===== config.mk =====
export PLATFORM = sky130hd
export DESIGN_NAME = timestamp_ordered_request_queue_top_flat
export DESIGN_NICKNAME = d
export VERILOG_FILES = /design/src/hw/rtl/tsq_pkg.sv /design/src/hw/rtl/tsq_req_if.sv /design/src/hw/rtl/tsq_rsp_if.sv /design/src/hw/rtl/timestamp_ordered_request_queue_top.sv /design/src/hw/rtl/tsq_cell.sv /design/src/hw/rtl/tsq_ctrl.sv /design/src/flat_wrapper.sv
export SDC_FILE = /design/constraint.sdc
export NUM_CORES = 2
export LEC_CHECK = 0
export BUFFER_PORTS_ARGS = -buffer_cell sky130_fd_sc_hd__buf_2
export CELL_PAD_IN_SITES_DETAIL_PLACEMENT = 1
export CELL_PAD_IN_SITES_GLOBAL_PLACEMENT = 1
export CORE_ASPECT_RATIO = 0.8
export CORE_MARGIN = 4
export CORE_UTILIZATION = 46
export DETAILED_ROUTE_END_ITERATION = 16
export PLACE_DENSITY_LB_ADDON = 0.1
export SLEW_MARGIN = 5
export SYNTH_ARGS = -nofsm -noshare
export SYNTH_HDL_FRONTEND = slang
export SYNTH_SLANG_ARGS = --single-unit
export TNS_END_PERCENT = 100

===== constraint.sdc =====
create_clock -name i_clk -period 5.5 [get_ports i_clk]
set_input_delay 0.275 -clock i_clk [delete_from_list [all_inputs] [get_ports i_clk]]
set_output_delay 0.275 -clock i_clk [all_outputs]
set_load 0.05 [all_outputs]

===== src/hw/rtl/tsq_pkg.sv =====
package tsq_pkg;

    // Default number of cells in the queue.
    localparam int DEPTH_DEF = 16;

    localparam int ID_W    = 8;
    localparam int STAMP_W = 16;
    localparam int SIZE_W  = 16;
    localparam int TOTAL_W = 20;
    localparam int OCC_W   = 5;

    localparam logic [1:0] MODE_INSERT = 2'd0;
    localparam logic [1:0] MODE_REMOVE = 2'd1;
    localparam logic [1:0] MODE_SUM    = 2'd2;

    localparam logic [1:0] STAT_DONE = 2'd0;
    localparam logic [1:0] STAT_MISS = 2'd1;
    localparam logic [1:0] STAT_FULL = 2'd2;

    // Contents of one queue slot.
    typedef struct packed {
        logic [STAMP_W-1:0] stamp;
        logic [ID_W-1:0]    id;
        logic [SIZE_W-1:0]  size;
    } t_slot;

    // Scan wavefront handed from cell to cell.
    typedef struct packed {
        logic               vld;
        logic               fnd;
        logic [TOTAL_W-1:0] acc;
    } t_wave;

    // Broadcast command from the controller to every cell.
    typedef struct packed {
        logic  ins_en;
        logic  del_en;
        t_slot key;
    } t_cmd;

endpackage


===== src/hw/rtl/tsq_req_if.sv =====
interface tsq_req_if;
    logic        valid;
    logic        ready;
    logic [1:0]  mode;
    logic [7:0]  entry_id;
    logic [15:0] stamp;
    logic [15:0] entry_size;

    modport src (output valid, mode, entry_id, stamp, entry_size, input ready);
    modport snk (input valid, mode, entry_id, stamp, entry_size, output ready);
endinterface


===== src/hw/rtl/tsq_rsp_if.sv =====
interface tsq_rsp_if;
    logic        valid;
    logic        ready;
    logic [1:0]  status;
    logic [19:0] size_total;
    logic [4:0]  occupancy;

    modport src (output valid, status, size_total, occupancy, input ready);
    modport snk (input valid, status, size_total, occupancy, output ready);
endinterface


===== src/hw/rtl/timestamp_ordered_request_queue_top.sv =====
// Flow: an insert (or an unused mode) goes from idle straight to the finish state; a
// remove or a size query first waits in the scan state for the wavefront to cross all cells.
// One item at a time: the finish state waits until the response slot is free, registers the
// result and returns to idle, and only then is the next item taken.
// Reset (synchronous, active low) empties the queue and clears the handshake state;
// the slot contents are left as they are and are never read beyond the fill count.
module timestamp_ordered_request_queue_top
    import tsq_pkg::*;
#(
    parameter int DEPTH = DEPTH_DEF
) (
    input  logic   i_clk,
    input  logic   i_rst_n,
    tsq_req_if.snk i_req,
    tsq_rsp_if.src o_rsp
);

    localparam int CW = $clog2(DEPTH + 1);

    // The queue is a row of cells, cell 0 holding the head. The controller takes
    // one item, and for a remove or a query it launches a wavefront into cell 0.
    // The wavefront moves one cell per cycle, carrying the saturating size total of
    // the entries ahead of the first id match and a flag telling whether the match
    // was seen. Each cell remembers whether it sits at or after the match, so a
    // remove is then a single step in which every marked cell takes its right neighbor.
    // An insert needs no scan: the queue is always sorted, so each cell decides on
    // its own stamp compare whether it takes the new item, takes its left neighbor,
    // or holds, and all cells update together.

    t_cmd          w_cmd;
    t_wave         w_wave_in;
    logic [CW-1:0] w_count;
    t_slot         w_slot [DEPTH];
    logic          w_flag [DEPTH];
    t_wave         w_wave [DEPTH];

    tsq_ctrl #(
        .DEPTH (DEPTH)
    ) u_ctrl (
        .i_clk   (i_clk),
        .i_rst_n (i_rst_n),
        .i_req   (i_req),
        .o_rsp   (o_rsp),
        .i_wave  (w_wave[DEPTH-1]),
        .o_wave  (w_wave_in),
        .o_cmd   (w_cmd),
        .o_count (w_count)
    );

    genvar k;
    generate
        for (k = 0; k < DEPTH; k++) begin : g_cell
            t_slot left_slot;
            logic  left_flag;
            t_slot right_slot;
            t_wave wave_in;

            if (k == 0) begin : g_first
                // The head has no left neighbor; the wavefront comes from the controller.
                assign left_slot = w_cmd.key;
                assign left_flag = 1'b0;
                assign wave_in   = w_wave_in;
            end else begin : g_next
                assign left_slot = w_slot[k-1];
                assign left_flag = w_flag[k-1];
                assign wave_in   = w_wave[k-1];
            end

            if (k == DEPTH - 1) begin : g_last
                // Past the tail there is nothing to pull in; the slot keeps its value.
                assign right_slot = w_slot[k];
            end else begin : g_inner
                assign right_slot = w_slot[k+1];
            end

            tsq_cell #(
                .DEPTH (DEPTH),
                .IDX   (k)
            ) u_cell (
                .i_clk       (i_clk),
                .i_rst_n     (i_rst_n),
                .i_cmd       (w_cmd),
                .i_count     (w_count),
                .i_left      (left_slot),
                .i_left_flag (left_flag),
                .i_right     (right_slot),
                .i_wave      (wave_in),
                .o_slot      (w_slot[k]),
                .o_flag      (w_flag[k]),
                .o_wave      (w_wave[k])
            );
        end
    endgenerate

endmodule


===== src/hw/rtl/tsq_cell.sv =====
module tsq_cell
    import tsq_pkg::*;
#(
    parameter int DEPTH = DEPTH_DEF,
    parameter int IDX   = 0,
    localparam int CW   = $clog2(DEPTH + 1)
) (
    input  logic          i_clk,
    input  logic          i_rst_n,
    input  t_cmd          i_cmd,
    input  logic [CW-1:0] i_count,
    input  t_slot         i_left,
    input  logic          i_left_flag,
    input  t_slot         i_right,
    input  t_wave         i_wave,
    output t_slot         o_slot,
    output logic          o_flag,
    output t_wave         o_wave
);

    t_slot  r_slot, n_slot;
    t_wave  r_wave, n_wave;
    logic   r_mark;
    logic   active;
    logic   match;
    logic   take_new;
    logic [TOTAL_W:0] sum;

    assign active = CW'(IDX) < i_count;
    assign match  = active && (r_slot.id == i_cmd.key.id);

    // Insert position flag: set at and after the place the new entry lands.
    // The head only yields to a strictly smaller stamp.
    generate
        if (IDX == 0) begin : g_head
            assign o_flag = (i_count == '0) || (i_cmd.key.stamp < r_slot.stamp);
        end else begin : g_body
            assign o_flag = !active || !(r_slot.stamp < i_cmd.key.stamp);
        end
    endgenerate

    assign take_new = o_flag && !i_left_flag;

    always_comb begin
        n_slot = r_slot;
        if (i_cmd.ins_en) begin
            if (take_new) begin
                n_slot = i_cmd.key;
            end else if (i_left_flag) begin
                n_slot = i_left;
            end
        end else if (i_cmd.del_en && r_mark) begin
            n_slot = i_right;
        end
    end

    assign sum = {1'b0, i_wave.acc} + {{(TOTAL_W + 1 - SIZE_W){1'b0}}, r_slot.size};

    always_comb begin
        n_wave     = i_wave;
        n_wave.fnd = i_wave.fnd || match;
        if (!(i_wave.fnd || match || !active)) begin
            n_wave.acc = sum[TOTAL_W] ? {TOTAL_W{1'b1}} : sum[TOTAL_W-1:0];
        end
    end

    always_ff @(posedge i_clk) begin
        r_slot <= n_slot;
        if (i_wave.vld) begin
            r_mark <= n_wave.fnd;
        end
        if (!i_rst_n) begin
            r_wave <= '0;
        end else begin
            r_wave <= n_wave;
        end
    end

    assign o_slot = r_slot;
    assign o_wave = r_wave;

endmodule


===== src/hw/rtl/tsq_ctrl.sv =====
module tsq_ctrl
    import tsq_pkg::*;
#(
    parameter int DEPTH = DEPTH_DEF,
    localparam int CW   = $clog2(DEPTH + 1)
) (
    input  logic          i_clk,
    input  logic          i_rst_n,
    tsq_req_if.snk        i_req,
    tsq_rsp_if.src        o_rsp,
    input  t_wave         i_wave,
    output t_wave         o_wave,
    output t_cmd          o_cmd,
    output logic [CW-1:0] o_count
);

    typedef enum logic [2:0] {
        ST_IDLE   = 3'b001,
        ST_SCAN   = 3'b010,
        ST_FINISH = 3'b100
    } t_state;

    t_state             r_state, n_state;
    logic [1:0]         r_mode;
    t_slot              r_key;
    logic               r_start;
    logic               r_found;
    logic [TOTAL_W-1:0] r_acc;
    logic [CW-1:0]      r_count, n_count;
    logic               r_ovalid;
    logic [1:0]         r_status, n_status;
    logic [TOTAL_W-1:0] r_total;
    logic [OCC_W-1:0]   r_occ;
    logic               accept;
    logic               can_out;
    logic               commit;
    logic               full;

    assign i_req.ready = (r_state == ST_IDLE);
    assign accept      = i_req.valid && i_req.ready;
    assign can_out     = !r_ovalid || o_rsp.ready;
    assign commit      = (r_state == ST_FINISH) && can_out;
    assign full        = (r_count == CW'(DEPTH));

    assign o_cmd.ins_en = commit && (r_mode == MODE_INSERT) && !full;
    assign o_cmd.del_en = commit && (r_mode == MODE_REMOVE) && r_found;
    assign o_cmd.key    = r_key;

    assign o_wave.vld = r_start;
    assign o_wave.fnd = 1'b0;
    assign o_wave.acc = '0;

    always_comb begin
        n_state = r_state;
        case (r_state)
            ST_IDLE: begin
                if (accept) begin
                    if (i_req.mode == MODE_REMOVE || i_req.mode == MODE_SUM) begin
                        n_state = ST_SCAN;
                    end else begin
                        n_state = ST_FINISH;
                    end
                end
            end
            ST_SCAN: begin
                if (i_wave.vld) begin
                    n_state = ST_FINISH;
                end
            end
            ST_FINISH: begin
                if (can_out) begin
                    n_state = ST_IDLE;
                end
            end
            default: begin
                n_state = ST_IDLE;
            end
        endcase
    end

    always_comb begin
        n_count  = r_count;
        n_status = STAT_DONE;
        if (r_mode == MODE_INSERT) begin
            if (full) begin
                n_status = STAT_FULL;
            end else begin
                n_count = r_count + 1'b1;
            end
        end else if (r_mode == MODE_REMOVE) begin
            if (r_found) begin
                n_count = r_count - 1'b1;
            end else begin
                n_status = STAT_MISS;
            end
        end
    end

    always_ff @(posedge i_clk) begin
        if (accept) begin
            r_mode         <= i_req.mode;
            r_key.id       <= i_req.entry_id;
            r_key.stamp    <= i_req.stamp;
            r_key.size     <= i_req.entry_size;
        end
        if (r_state == ST_SCAN && i_wave.vld) begin
            r_found <= i_wave.fnd;
            r_acc   <= i_wave.acc;
        end
        if (commit) begin
            r_status <= n_status;
            r_total  <= (r_mode == MODE_SUM) ? r_acc : '0;
            r_occ    <= OCC_W'(n_count);
        end
        if (!i_rst_n) begin
            r_state  <= ST_IDLE;
            r_start  <= 1'b0;
            r_count  <= '0;
            r_ovalid <= 1'b0;
        end else begin
            r_state <= n_state;
            r_start <= accept && (i_req.mode == MODE_REMOVE || i_req.mode == MODE_SUM);
            if (commit) begin
                r_count  <= n_count;
                r_ovalid <= 1'b1;
            end else if (o_rsp.ready) begin
                r_ovalid <= 1'b0;
            end
        end
    end

    assign o_rsp.valid      = r_ovalid;
    assign o_rsp.status     = r_status;
    assign o_rsp.size_total = r_total;
    assign o_rsp.occupancy  = r_occ;
    assign o_count          = r_count;

    a_count_range: assert property (@(posedge i_clk) disable iff (!i_rst_n)
        r_count <= CW'(DEPTH))
        else $error("fill count beyond depth");

    a_wave_in_scan: assert property (@(posedge i_clk) disable iff (!i_rst_n)
        i_wave.vld |-> r_state == ST_SCAN)
        else $error("scan wavefront returned outside scan");

    a_insert_grows: assert property (@(posedge i_clk) disable iff (!i_rst_n)
        o_cmd.ins_en |=> r_count == $past(r_count) + 1'b1)
        else $error("insert did not grow the queue");

    a_remove_shrinks: assert property (@(posedge i_clk) disable iff (!i_rst_n)
        o_cmd.del_en |=> r_count == $past(r_count) - 1'b1)
        else $error("remove did not shrink the queue");

endmodule

===== src/flat_wrapper.sv =====
// flat-port wrapper written by rule: the top's interface ports become plain ports
module timestamp_ordered_request_queue_top_flat import tsq_pkg::*;
#(
    parameter int DEPTH = DEPTH_DEF
)
  (i_clk, i_rst_n, i_req_valid, i_req_mode, i_req_entry_id, i_req_stamp, i_req_entry_size, i_req_ready, o_rsp_valid, o_rsp_status, o_rsp_size_total, o_rsp_occupancy, o_rsp_ready);
  tsq_req_if i_req_i ();
  tsq_rsp_if o_rsp_i ();
  input  logic i_clk;
  input  logic i_rst_n;
  input wire logic [$bits(i_req_i.valid)-1:0] i_req_valid;
  input wire logic [$bits(i_req_i.mode)-1:0] i_req_mode;
  input wire logic [$bits(i_req_i.entry_id)-1:0] i_req_entry_id;
  input wire logic [$bits(i_req_i.stamp)-1:0] i_req_stamp;
  input wire logic [$bits(i_req_i.entry_size)-1:0] i_req_entry_size;
  output wire logic [$bits(i_req_i.ready)-1:0] i_req_ready;
  output wire logic [$bits(o_rsp_i.valid)-1:0] o_rsp_valid;
  output wire logic [$bits(o_rsp_i.status)-1:0] o_rsp_status;
  output wire logic [$bits(o_rsp_i.size_total)-1:0] o_rsp_size_total;
  output wire logic [$bits(o_rsp_i.occupancy)-1:0] o_rsp_occupancy;
  input wire logic [$bits(o_rsp_i.ready)-1:0] o_rsp_ready;
  assign i_req_i.valid = i_req_valid;
  assign i_req_i.mode = i_req_mode;
  assign i_req_i.entry_id = i_req_entry_id;
  assign i_req_i.stamp = i_req_stamp;
  assign i_req_i.entry_size = i_req_entry_size;
  assign i_req_ready = i_req_i.ready;
  assign o_rsp_valid = o_rsp_i.valid;
  assign o_rsp_status = o_rsp_i.status;
  assign o_rsp_size_total = o_rsp_i.size_total;
  assign o_rsp_occupancy = o_rsp_i.occupancy;
  assign o_rsp_i.ready = o_rsp_ready;
  timestamp_ordered_request_queue_top #(.DEPTH(DEPTH)) u_core (.i_clk(i_clk), .i_rst_n(i_rst_n), .i_req(i_req_i), .o_rsp(o_rsp_i));
endmodule

[Yosys cells after proc, flatten, opt, wreduce, memory -nomap -nowiden]
Cells that the tools add are included.
Operators by class
  $add $sub $neg: 17
  $lt $le $gt $ge: 32
  eq/ne operators: 42
  multiplexer cells: 106
  bitwise logic cells: 1
  reduce and logical (&&, ||, !) cells: 189
Operators with widths (count)
  $mux W40: 61
  $mux W20: 29
  $add A20 B16 Y21: 14
  $lt A16 B16 Y1: 16
  $eq A8 B8 Y1: 16
  $logic_and A1 B1 Y1: 54
  $logic_or A1 B1 Y1: 49
  $logic_not A1 Y1: 48
  $ne A3 B3 Y1 const B: 14
  $lt A4 B5 Y1 const A: 8
  $reduce_bool A2 Y1: 17
  $reduce_and A2 Y1: 16
  $lt A3 B5 Y1 const A: 4
  $mux W5: 4
  $add A16 B16 Y17: 1
  $mux W16: 1
  $mux W3: 4
  $lt A1 B5 Y1 const A: 2
  $lt A2 B5 Y1 const A: 2
  $pmux W3 S3: 1
  $ne A2 B2 Y1 const B: 3
  $add A5 B1 Y5 const B: 1
  $eq A5 B5 Y1 const B: 1
  $logic_not A5 Y1: 1
  13 further kinds: 20
Storage, ports and cells
  flip-flop bits (word level): 1103
  bits of input ports: 46
  output and inout port bits: 29
  logic and storage cells: 512

[Depth between registers and ports, before layout]
  depth in word-level cells: 8
  depth in mapped cells: 13
  gate-level depth less buffers: 11

[Cells and area by module]
Synthesis repeated with hierarchy kept, for this count alone.
Unflattened totals
  cells, all modules: 8444
  area, all modules: 76016.7 µm²
Modules (own cells, without submodules)
  tsq_cell (u_core.g_cell[8].u_cell): times used 1, cells an instance 577, area an instance 4882.2 µm², seq. area each 1671.6 µm²
  tsq_cell (u_core.g_cell[3].u_cell): times used 1, cells an instance 597, area an instance 4864.7 µm², seq. area each 1671.6 µm²
  tsq_cell (u_core.g_cell[4].u_cell): times used 1, cells an instance 571, area an instance 4857.2 µm², seq. area each 1671.6 µm²
  tsq_cell (u_core.g_cell[7].u_cell): times used 1, cells an instance 592, area an instance 4813.4 µm², seq. area each 1671.6 µm²
  tsq_cell (u_core.g_cell[14].u_cell): times used 1, cells an instance 567, area an instance 4787.1 µm², seq. area each 1671.6 µm²
  tsq_cell (u_core.g_cell[12].u_cell): times used 1, cells an instance 570, area an instance 4753.3 µm², seq. area each 1671.6 µm²
  tsq_cell (u_core.g_cell[11].u_cell): times used 1, cells an instance 571, area an instance 4748.3 µm², seq. area each 1671.6 µm²
  tsq_cell (u_core.g_cell[6].u_cell): times used 1, cells an instance 500, area an instance 4647.0 µm², seq. area each 1671.6 µm²
  tsq_cell (u_core.g_cell[13].u_cell): times used 1, cells an instance 498, area an instance 4326.6 µm², seq. area each 1671.6 µm²
  tsq_cell (u_core.g_cell[9].u_cell): times used 1, cells an instance 463, area an instance 4320.4 µm², seq. area each 1671.6 µm²
  tsq_cell (u_core.g_cell[2].u_cell): times used 1, cells an instance 440, area an instance 4254.1 µm², seq. area each 1671.6 µm²
  tsq_cell (u_core.g_cell[0].u_cell): times used 1, cells an instance 452, area an instance 4239.1 µm², seq. area each 1671.6 µm²
  tsq_cell (u_core.g_cell[10].u_cell): times used 1, cells an instance 483, area an instance 4236.6 µm², seq. area each 1671.6 µm²
  tsq_cell (u_core.g_cell[1].u_cell): times used 1, cells an instance 448, area an instance 4211.5 µm², seq. area each 1671.6 µm²
  4 more rows

[Least setup slack after synthesis]
OpenSTA, ideal clock, no wires.
  kind: register -> register
  start: register u_core.u_ctrl.r_ovalid (netlist: u_core.u_ctrl.o_rsp.valid)
  end: register u_core.g_cell[0].u_cell.r_slot (netlist bit u_core.g_cell[0].u_cell.o_slot[0]) (enable)
  library setup time: 0.493 ns
  arrival time: 4.895 ns
  required time: 5.007 ns
  setup slack: 0.113 ns
  stages on the path, launching flop included: 8
  buffers on the path: 2
  period minus slack after synthesis: 5.387 ns
  cells stage by stage: dfxtp_1 nand2b_1 nand3_1 clkinv_1 nand2_1 clkbuf_1 clkbuf_1 o21ai_0
Between the ends
  word-level cells in the longest chain between the ends: 8
  elaborated cells between the ends (all ways): 11
  those cells by class: eq/ne (1); reduce/logical (10)
Ends and longest elaborated chain
  start, declared: RTL line tsq_ctrl.sv:30  | logic r_ovalid;
  start signal, assigned: RTL line tsq_ctrl.sv:119  | r_ovalid <= 1'b0;
  start signal, assigned: RTL line tsq_ctrl.sv:125  | r_ovalid <= 1'b1;
  start signal, assigned: RTL line tsq_ctrl.sv:127  | r_ovalid <= 1'b0;
  $logic_not A1 Y1 (*): RTL line tsq_ctrl.sv:41  | assign can_out = !r_ovalid || o_rsp.ready;
  $logic_or A1 B1 Y1 (*): RTL line tsq_ctrl.sv:41
  $logic_and A1 B1 Y1 (*): RTL line tsq_ctrl.sv:42  | assign commit = (r_state == ST_FINISH) && can_out;
  via u_core.u_ctrl.commit: RTL line tsq_ctrl.sv:36  | logic commit;
  $logic_and A1 B1 Y1 (2 in a row): RTL line tsq_ctrl.sv:46  | assign o_cmd.del_en = commit && (r_mode == MODE_REMOVE) && r_found;
  $logic_and A1 B1 Y1: RTL line tsq_cell.sv:52  | end else if (i_cmd.del_en && r_mark) begin
  $reduce_bool A2 Y1 (no line)
  $reduce_and A2 Y1 (no line) (*)
  end signal, assigned: RTL line tsq_cell.sv:68  | r_slot <= n_slot;
  end, declared: RTL line tsq_cell.sv:21  | t_slot r_slot, n_slot;
The timed path passes the listed nets; every way through them passes the cells marked *.
A chain may end at the register's enable or synchronous reset.

==> impl_metrics.xml <==
<?xml version="1.0" encoding="UTF-8"?>
<metrics>
  <group name="die">
    <metric name="top_level_ports" unit="">75</metric>
    <metric name="die_height" unit="um">346</metric>
    <metric name="design.die.area" unit="um2">149000</metric>
    <metric name="die_width" unit="um">430</metric>
    <metric name="initial_utilization" unit="">0.465</metric>
    <metric name="core_area" unit="um2">141000</metric>
    <metric name="rows" unit="">123</metric>
  </group>
  <group name="clock_tree">
    <metric name="numCtsBuffers" unit="">118</metric>
    <metric name="clkSinkCount" unit="">1097</metric>
    <metric name="cts_post_setup_buffers_inserted" unit="">0</metric>
    <metric name="worst_setup_hold_path_clk_slew" unit="ps">70</metric>
    <metric name="ctsLongestPathBuffers" unit="">3</metric>
    <metric name="cts_tree" unit="">done</metric>
    <metric name="cts.htree.levels" unit="">3</metric>
    <metric name="cts_repair_resize_count" unit="">0</metric>
    <metric name="worstSkewPairLatency" unit="ps">780</metric>
    <metric name="clk_root_buffer_cell" unit="">sky130_fd_sc_hd__clkbuf_16</metric>
    <metric name="cts-hold-fix-buffers" unit="">44</metric>
  </group>
  <group name="global_routing">
    <metric name="grt_start_max_net_pins" unit="">166</metric>
    <metric name="grt_antenna_before_repair" unit="">9</metric>
    <metric name="grt_pass1_vias" unit="">54600</metric>
    <metric name="grt_first_pass_wirelength" unit="um">368000</metric>
    <metric name="grt_overflow_total" unit="">0</metric>
    <metric name="track_usage" unit="">0.325</metric>
  </group>
  <group name="timing">
    <metric name="tightestPinTransition" unit="ps">1340</metric>
    <metric name="post-route-period-util" unit="">0.812</metric>
    <metric name="slew-limit-headroom" unit="">0.103</metric>
    <metric name="slew_viol_final" unit="">0</metric>
    <metric name="min_period" unit="ps">4460</metric>
    <metric name="achievable-frequency" unit="GHz">0.224</metric>
    <metric name="totalNegativeSetupSlack" unit="ps">0</metric>
    <metric name="clock-skew-final" unit="ps">38.7</metric>
    <metric name="grt_setup_unrepaired" unit="">false</metric>
    <metric name="layout_setup_ws" unit="ps">1040</metric>
    <metric name="final-setup-viol-count" unit="">0</metric>
    <metric name="timing.final.hold_violations" unit="">0</metric>
  </group>
  <group name="hold_path">
    <metric name="hold_path.class" unit="">in -&gt; reg</metric>
    <metric name="hold_path_depth" unit="">3</metric>
    <metric name="min_from" unit="">i_rst_n</metric>
  </group>
  <group name="route">
    <metric name="first_iter_violations" unit="">6548</metric>
    <metric name="detailroute.via_count" unit="">56100</metric>
    <metric name="vias_per_cell" unit="">6.61</metric>
    <metric name="antenna_left" unit="">0</metric>
    <metric name="drt-total-wl" unit="um">250000</metric>
    <metric name="remaining_drc_errors" unit="">0</metric>
    <metric name="drt-wirelength-per-cell" unit="um">29.5</metric>
    <metric name="firstDrtPassIters" unit="">7</metric>
  </group>
  <group name="power">
    <metric name="p_leak" unit="nW">27.7</metric>
    <metric name="p_per_area" unit="nW/um2">254</metric>
    <metric name="peakVddDrop" unit="mV">0.257</metric>
    <metric name="total_power" unit="mW">18.5</metric>
  </group>
  <group name="worst_setup_path">
    <metric name="r2r_start" unit="">u_core.u_ctrl.o_cmd[31]</metric>
    <metric name="worst-path-max-fanout" unit="">28</metric>
    <metric name="timing.critical_path.from_type" unit="">flop</metric>
    <metric name="critical_path_required" unit="ps">5980</metric>
    <metric name="kind_of_critical_path" unit="">reg -&gt; reg</metric>
    <metric name="critPathArrivalTime" unit="ps">4940</metric>
    <metric name="setup.worst_path.end_class" unit="">flop</metric>
    <metric name="regToRegSetupSlack" unit="ps">1040</metric>
    <metric name="r2r.worst_path.cells" unit="">11</metric>
    <metric name="critical_path.startpoint" unit="">u_core.u_ctrl.o_cmd[31]</metric>
  </group>
  <group name="place">
    <metric name="worst_setup_slack_after_placement" unit="ps">1180</metric>
    <metric name="finalWeightedCongestion" unit="">0.951</metric>
    <metric name="port-buffer-count" unit="">74</metric>
    <metric name="dp_hpwl" unit="um">187000</metric>
  </group>
  <group name="synthesis">
    <metric name="number_of_flip_flops_and_latches_in_the_synthesized_netlist" unit="">1097</metric>
    <metric name="synth.lib_cells_used.distinct" unit="">93</metric>
    <metric name="yosysSeqAreaShare" unit="">0.449</metric>
    <metric name="synth_area_per_cell" unit="um2">10.0</metric>
    <metric name="synth-async-reset-ratio" unit="">0</metric>
    <metric name="yosys_most_used_dff" unit="">sky130_fd_sc_hd__edfxtp_1</metric>
    <metric name="synth_cells" unit="">6543</metric>
    <metric name="synth_enable_flop_cells" unit="">745</metric>
    <metric name="yosysWarningCount" unit="">0</metric>
    <metric name="synth_fp_nets" unit="">7087</metric>
    <metric name="post_synth_instance_area" unit="um2">65500</metric>
  </group>
  <group name="final_layout">
    <metric name="final.fill_count" unit="">15400</metric>
    <metric name="post_route_cells_drive_above_1_share" unit="">0.0905</metric>
    <metric name="mostFrequentLayoutCell" unit="">sky130_fd_sc_hd__a21oi_1</metric>
    <metric name="syn_to_final_growth" unit="%">10.9</metric>
    <metric name="highest_count_cells_in_the_layout_ignoring_fill_and_taps" unit="">858 x sky130_fd_sc_hd__a21oi_1, 745 x sky130_fd_sc_hd__edfxtp_1, 734 x sky130_fd_sc_hd__nand2_1, 516 x sky130_fd_sc_hd__a221o_1, 483 x sky130_fd_sc_hd__ha_1</metric>
    <metric name="design.final.nets" unit="">7043</metric>
  </group>
  <group name="run_status">
    <metric name="status" unit="">finished, final reports clean</metric>
  </group>
  <group name="run">
    <metric name="maxCapViolCount" unit="">0</metric>
  </group>
</metrics>
## cell usage after synthesis, types with 137 or more instances
| cell | n | area [um2] |
|---|---|---|
| sky130_fd_sc_hd__a21oi_1 | 861 | 4310 |
| sky130_fd_sc_hd__nand2_1 | 747 | 2800 |
| sky130_fd_sc_hd__edfxtp_1 | 745 | 22400 |
| sky130_fd_sc_hd__a221o_1 | 516 | 5160 |
| sky130_fd_sc_hd__ha_1 | 483 | 6040 |
| sky130_fd_sc_hd__clkbuf_1 | 368 | 1380 |
| sky130_fd_sc_hd__dfxtp_1 | 352 | 7050 |
| sky130_fd_sc_hd__nor2_1 | 298 | 1120 |
| sky130_fd_sc_hd__o21ai_0 | 288 | 1440 |
| sky130_fd_sc_hd__a21o_1 | 179 | 1340 |
| sky130_fd_sc_hd__xnor2_1 | 178 | 1560 |
| sky130_fd_sc_hd__xor2_1 | 137 | 1200 |
## metal layers
metal / track usage / wire length (um)
met5: 0 / 0
met2: 0.469 / 104000
met1: 0.496 / 114000
met4: 0.0710 / 5750
met3: 0.0713 / 27200
## area by class of cell
| class | count | area [um2] | share of cell area |
|---|---|---|---|
| multi-input cells | 4873 | 34100 | 0.470 |
| repair buffers | 292 | 2330 | 0.0320 |
| well taps | 1875 | 2350 | 0.0323 |
| inverters | 117 | 442 | 0.00608 |
| flip-flops and latches | 1097 | 29400 | 0.405 |
| clock inverters | 50 | 546 | 0.00751 |
| diodes | 3 | 7.51 | 0.000103 |
| clock buffers | 176 | 3420 | 0.0470 |
## cell families (layout without fill, tap and decap cells)
logic type | count (synthesis) | in the layout | synth area share
XOR/XNOR | 315 | 315 | 0.0421
AND/OR/NAND/NOR | 1632 | 1632 | 0.114
multiplexers | 111 | 111 | 0.0177
other | 0 | 3 | 0
buffers and inverters | 573 | 635 | 0.0352
adder cells (fa/ha/maj) | 498 | 498 | 0.0968
AO/OA/AOI/OAI | 2317 | 2317 | 0.245
flip-flops | 1097 | 1097 | 0.449
## sequential cells by signal, summed over array words and instances, names as in the netlist
name                            count
u_core.g_cell.u_cell.o_slot       640
u_core.g_cell.u_cell.o_wave       342
u_core.u_ctrl.o_cmd                40
u_core.u_ctrl.o_rsp.size_total     20
u_core.u_ctrl.r_acc                20
u_core.g_cell.u_cell.r_mark        15
u_core.u_ctrl.o_count               5
u_core.u_ctrl.o_rsp.occupancy       5
u_core.u_ctrl.r_state               3
u_core.u_ctrl.o_rsp.status          2
u_core.u_ctrl.r_mode                2
u_core.u_ctrl.o_rsp.valid           1
u_core.u_ctrl.r_found               1
u_core.u_ctrl.r_start               1
## power by group
| group | leakage (nW) | switching, mW | internal (mW) | total [mW] |
|---|---|---|---|---|
| clock | 1.93 | 3.56 | 4.80 | 8.36 |
| sequential | 9.54 | 0.149 | 8.82 | 8.97 |
| combinational | 16.3 | 0.723 | 0.407 | 1.13 |
| total | 27.7 | 4.43 | 14.0 | 18.5 |
## metrics by stage
step	cells	util	cell area [um2]	hold WS, ps
2_1_floorplan	6543	-	65500	374
3_3_place_gp	8210	0.484	68200	386
3_5_place_dp	8210	0.484	68200	390
4_1_cts	8480	0.515	72600	120
5_1_grt	8480	0.515	72600	183
6_report	8483	0.515	72600	172
## final timing paths
| kind | to |
|---|---|
| worst max-delay path | u_core.g_cell[2].u_cell.o_slot[12] |
| worst min-delay path | u_core.g_cell[8].u_cell.o_wave[19] |
| worst max register to register | u_core.g_cell[2].u_cell.o_slot[12] |
| worst min register to register | u_core.u_ctrl.r_acc[4] |
## critical path, cell delays in order (launching register included)
cell and delay (ps):
sky130_fd_sc_hd__edfxtp_1 500, sky130_fd_sc_hd__inv_1 590, sky130_fd_sc_hd__ha_1 370, sky130_fd_sc_hd__a21oi_1 300
sky130_fd_sc_hd__o21ai_0 180, sky130_fd_sc_hd__a2bb2oi_1 240, sky130_fd_sc_hd__a21oi_1 130, sky130_fd_sc_hd__and4b_1 390
sky130_fd_sc_hd__a21boi_4 690, sky130_fd_sc_hd__buf_12 340, sky130_fd_sc_hd__mux2i_1 280, sky130_fd_sc_hd__o21ai_1 90
No activity file was read; power rests on OpenSTA's default activity.
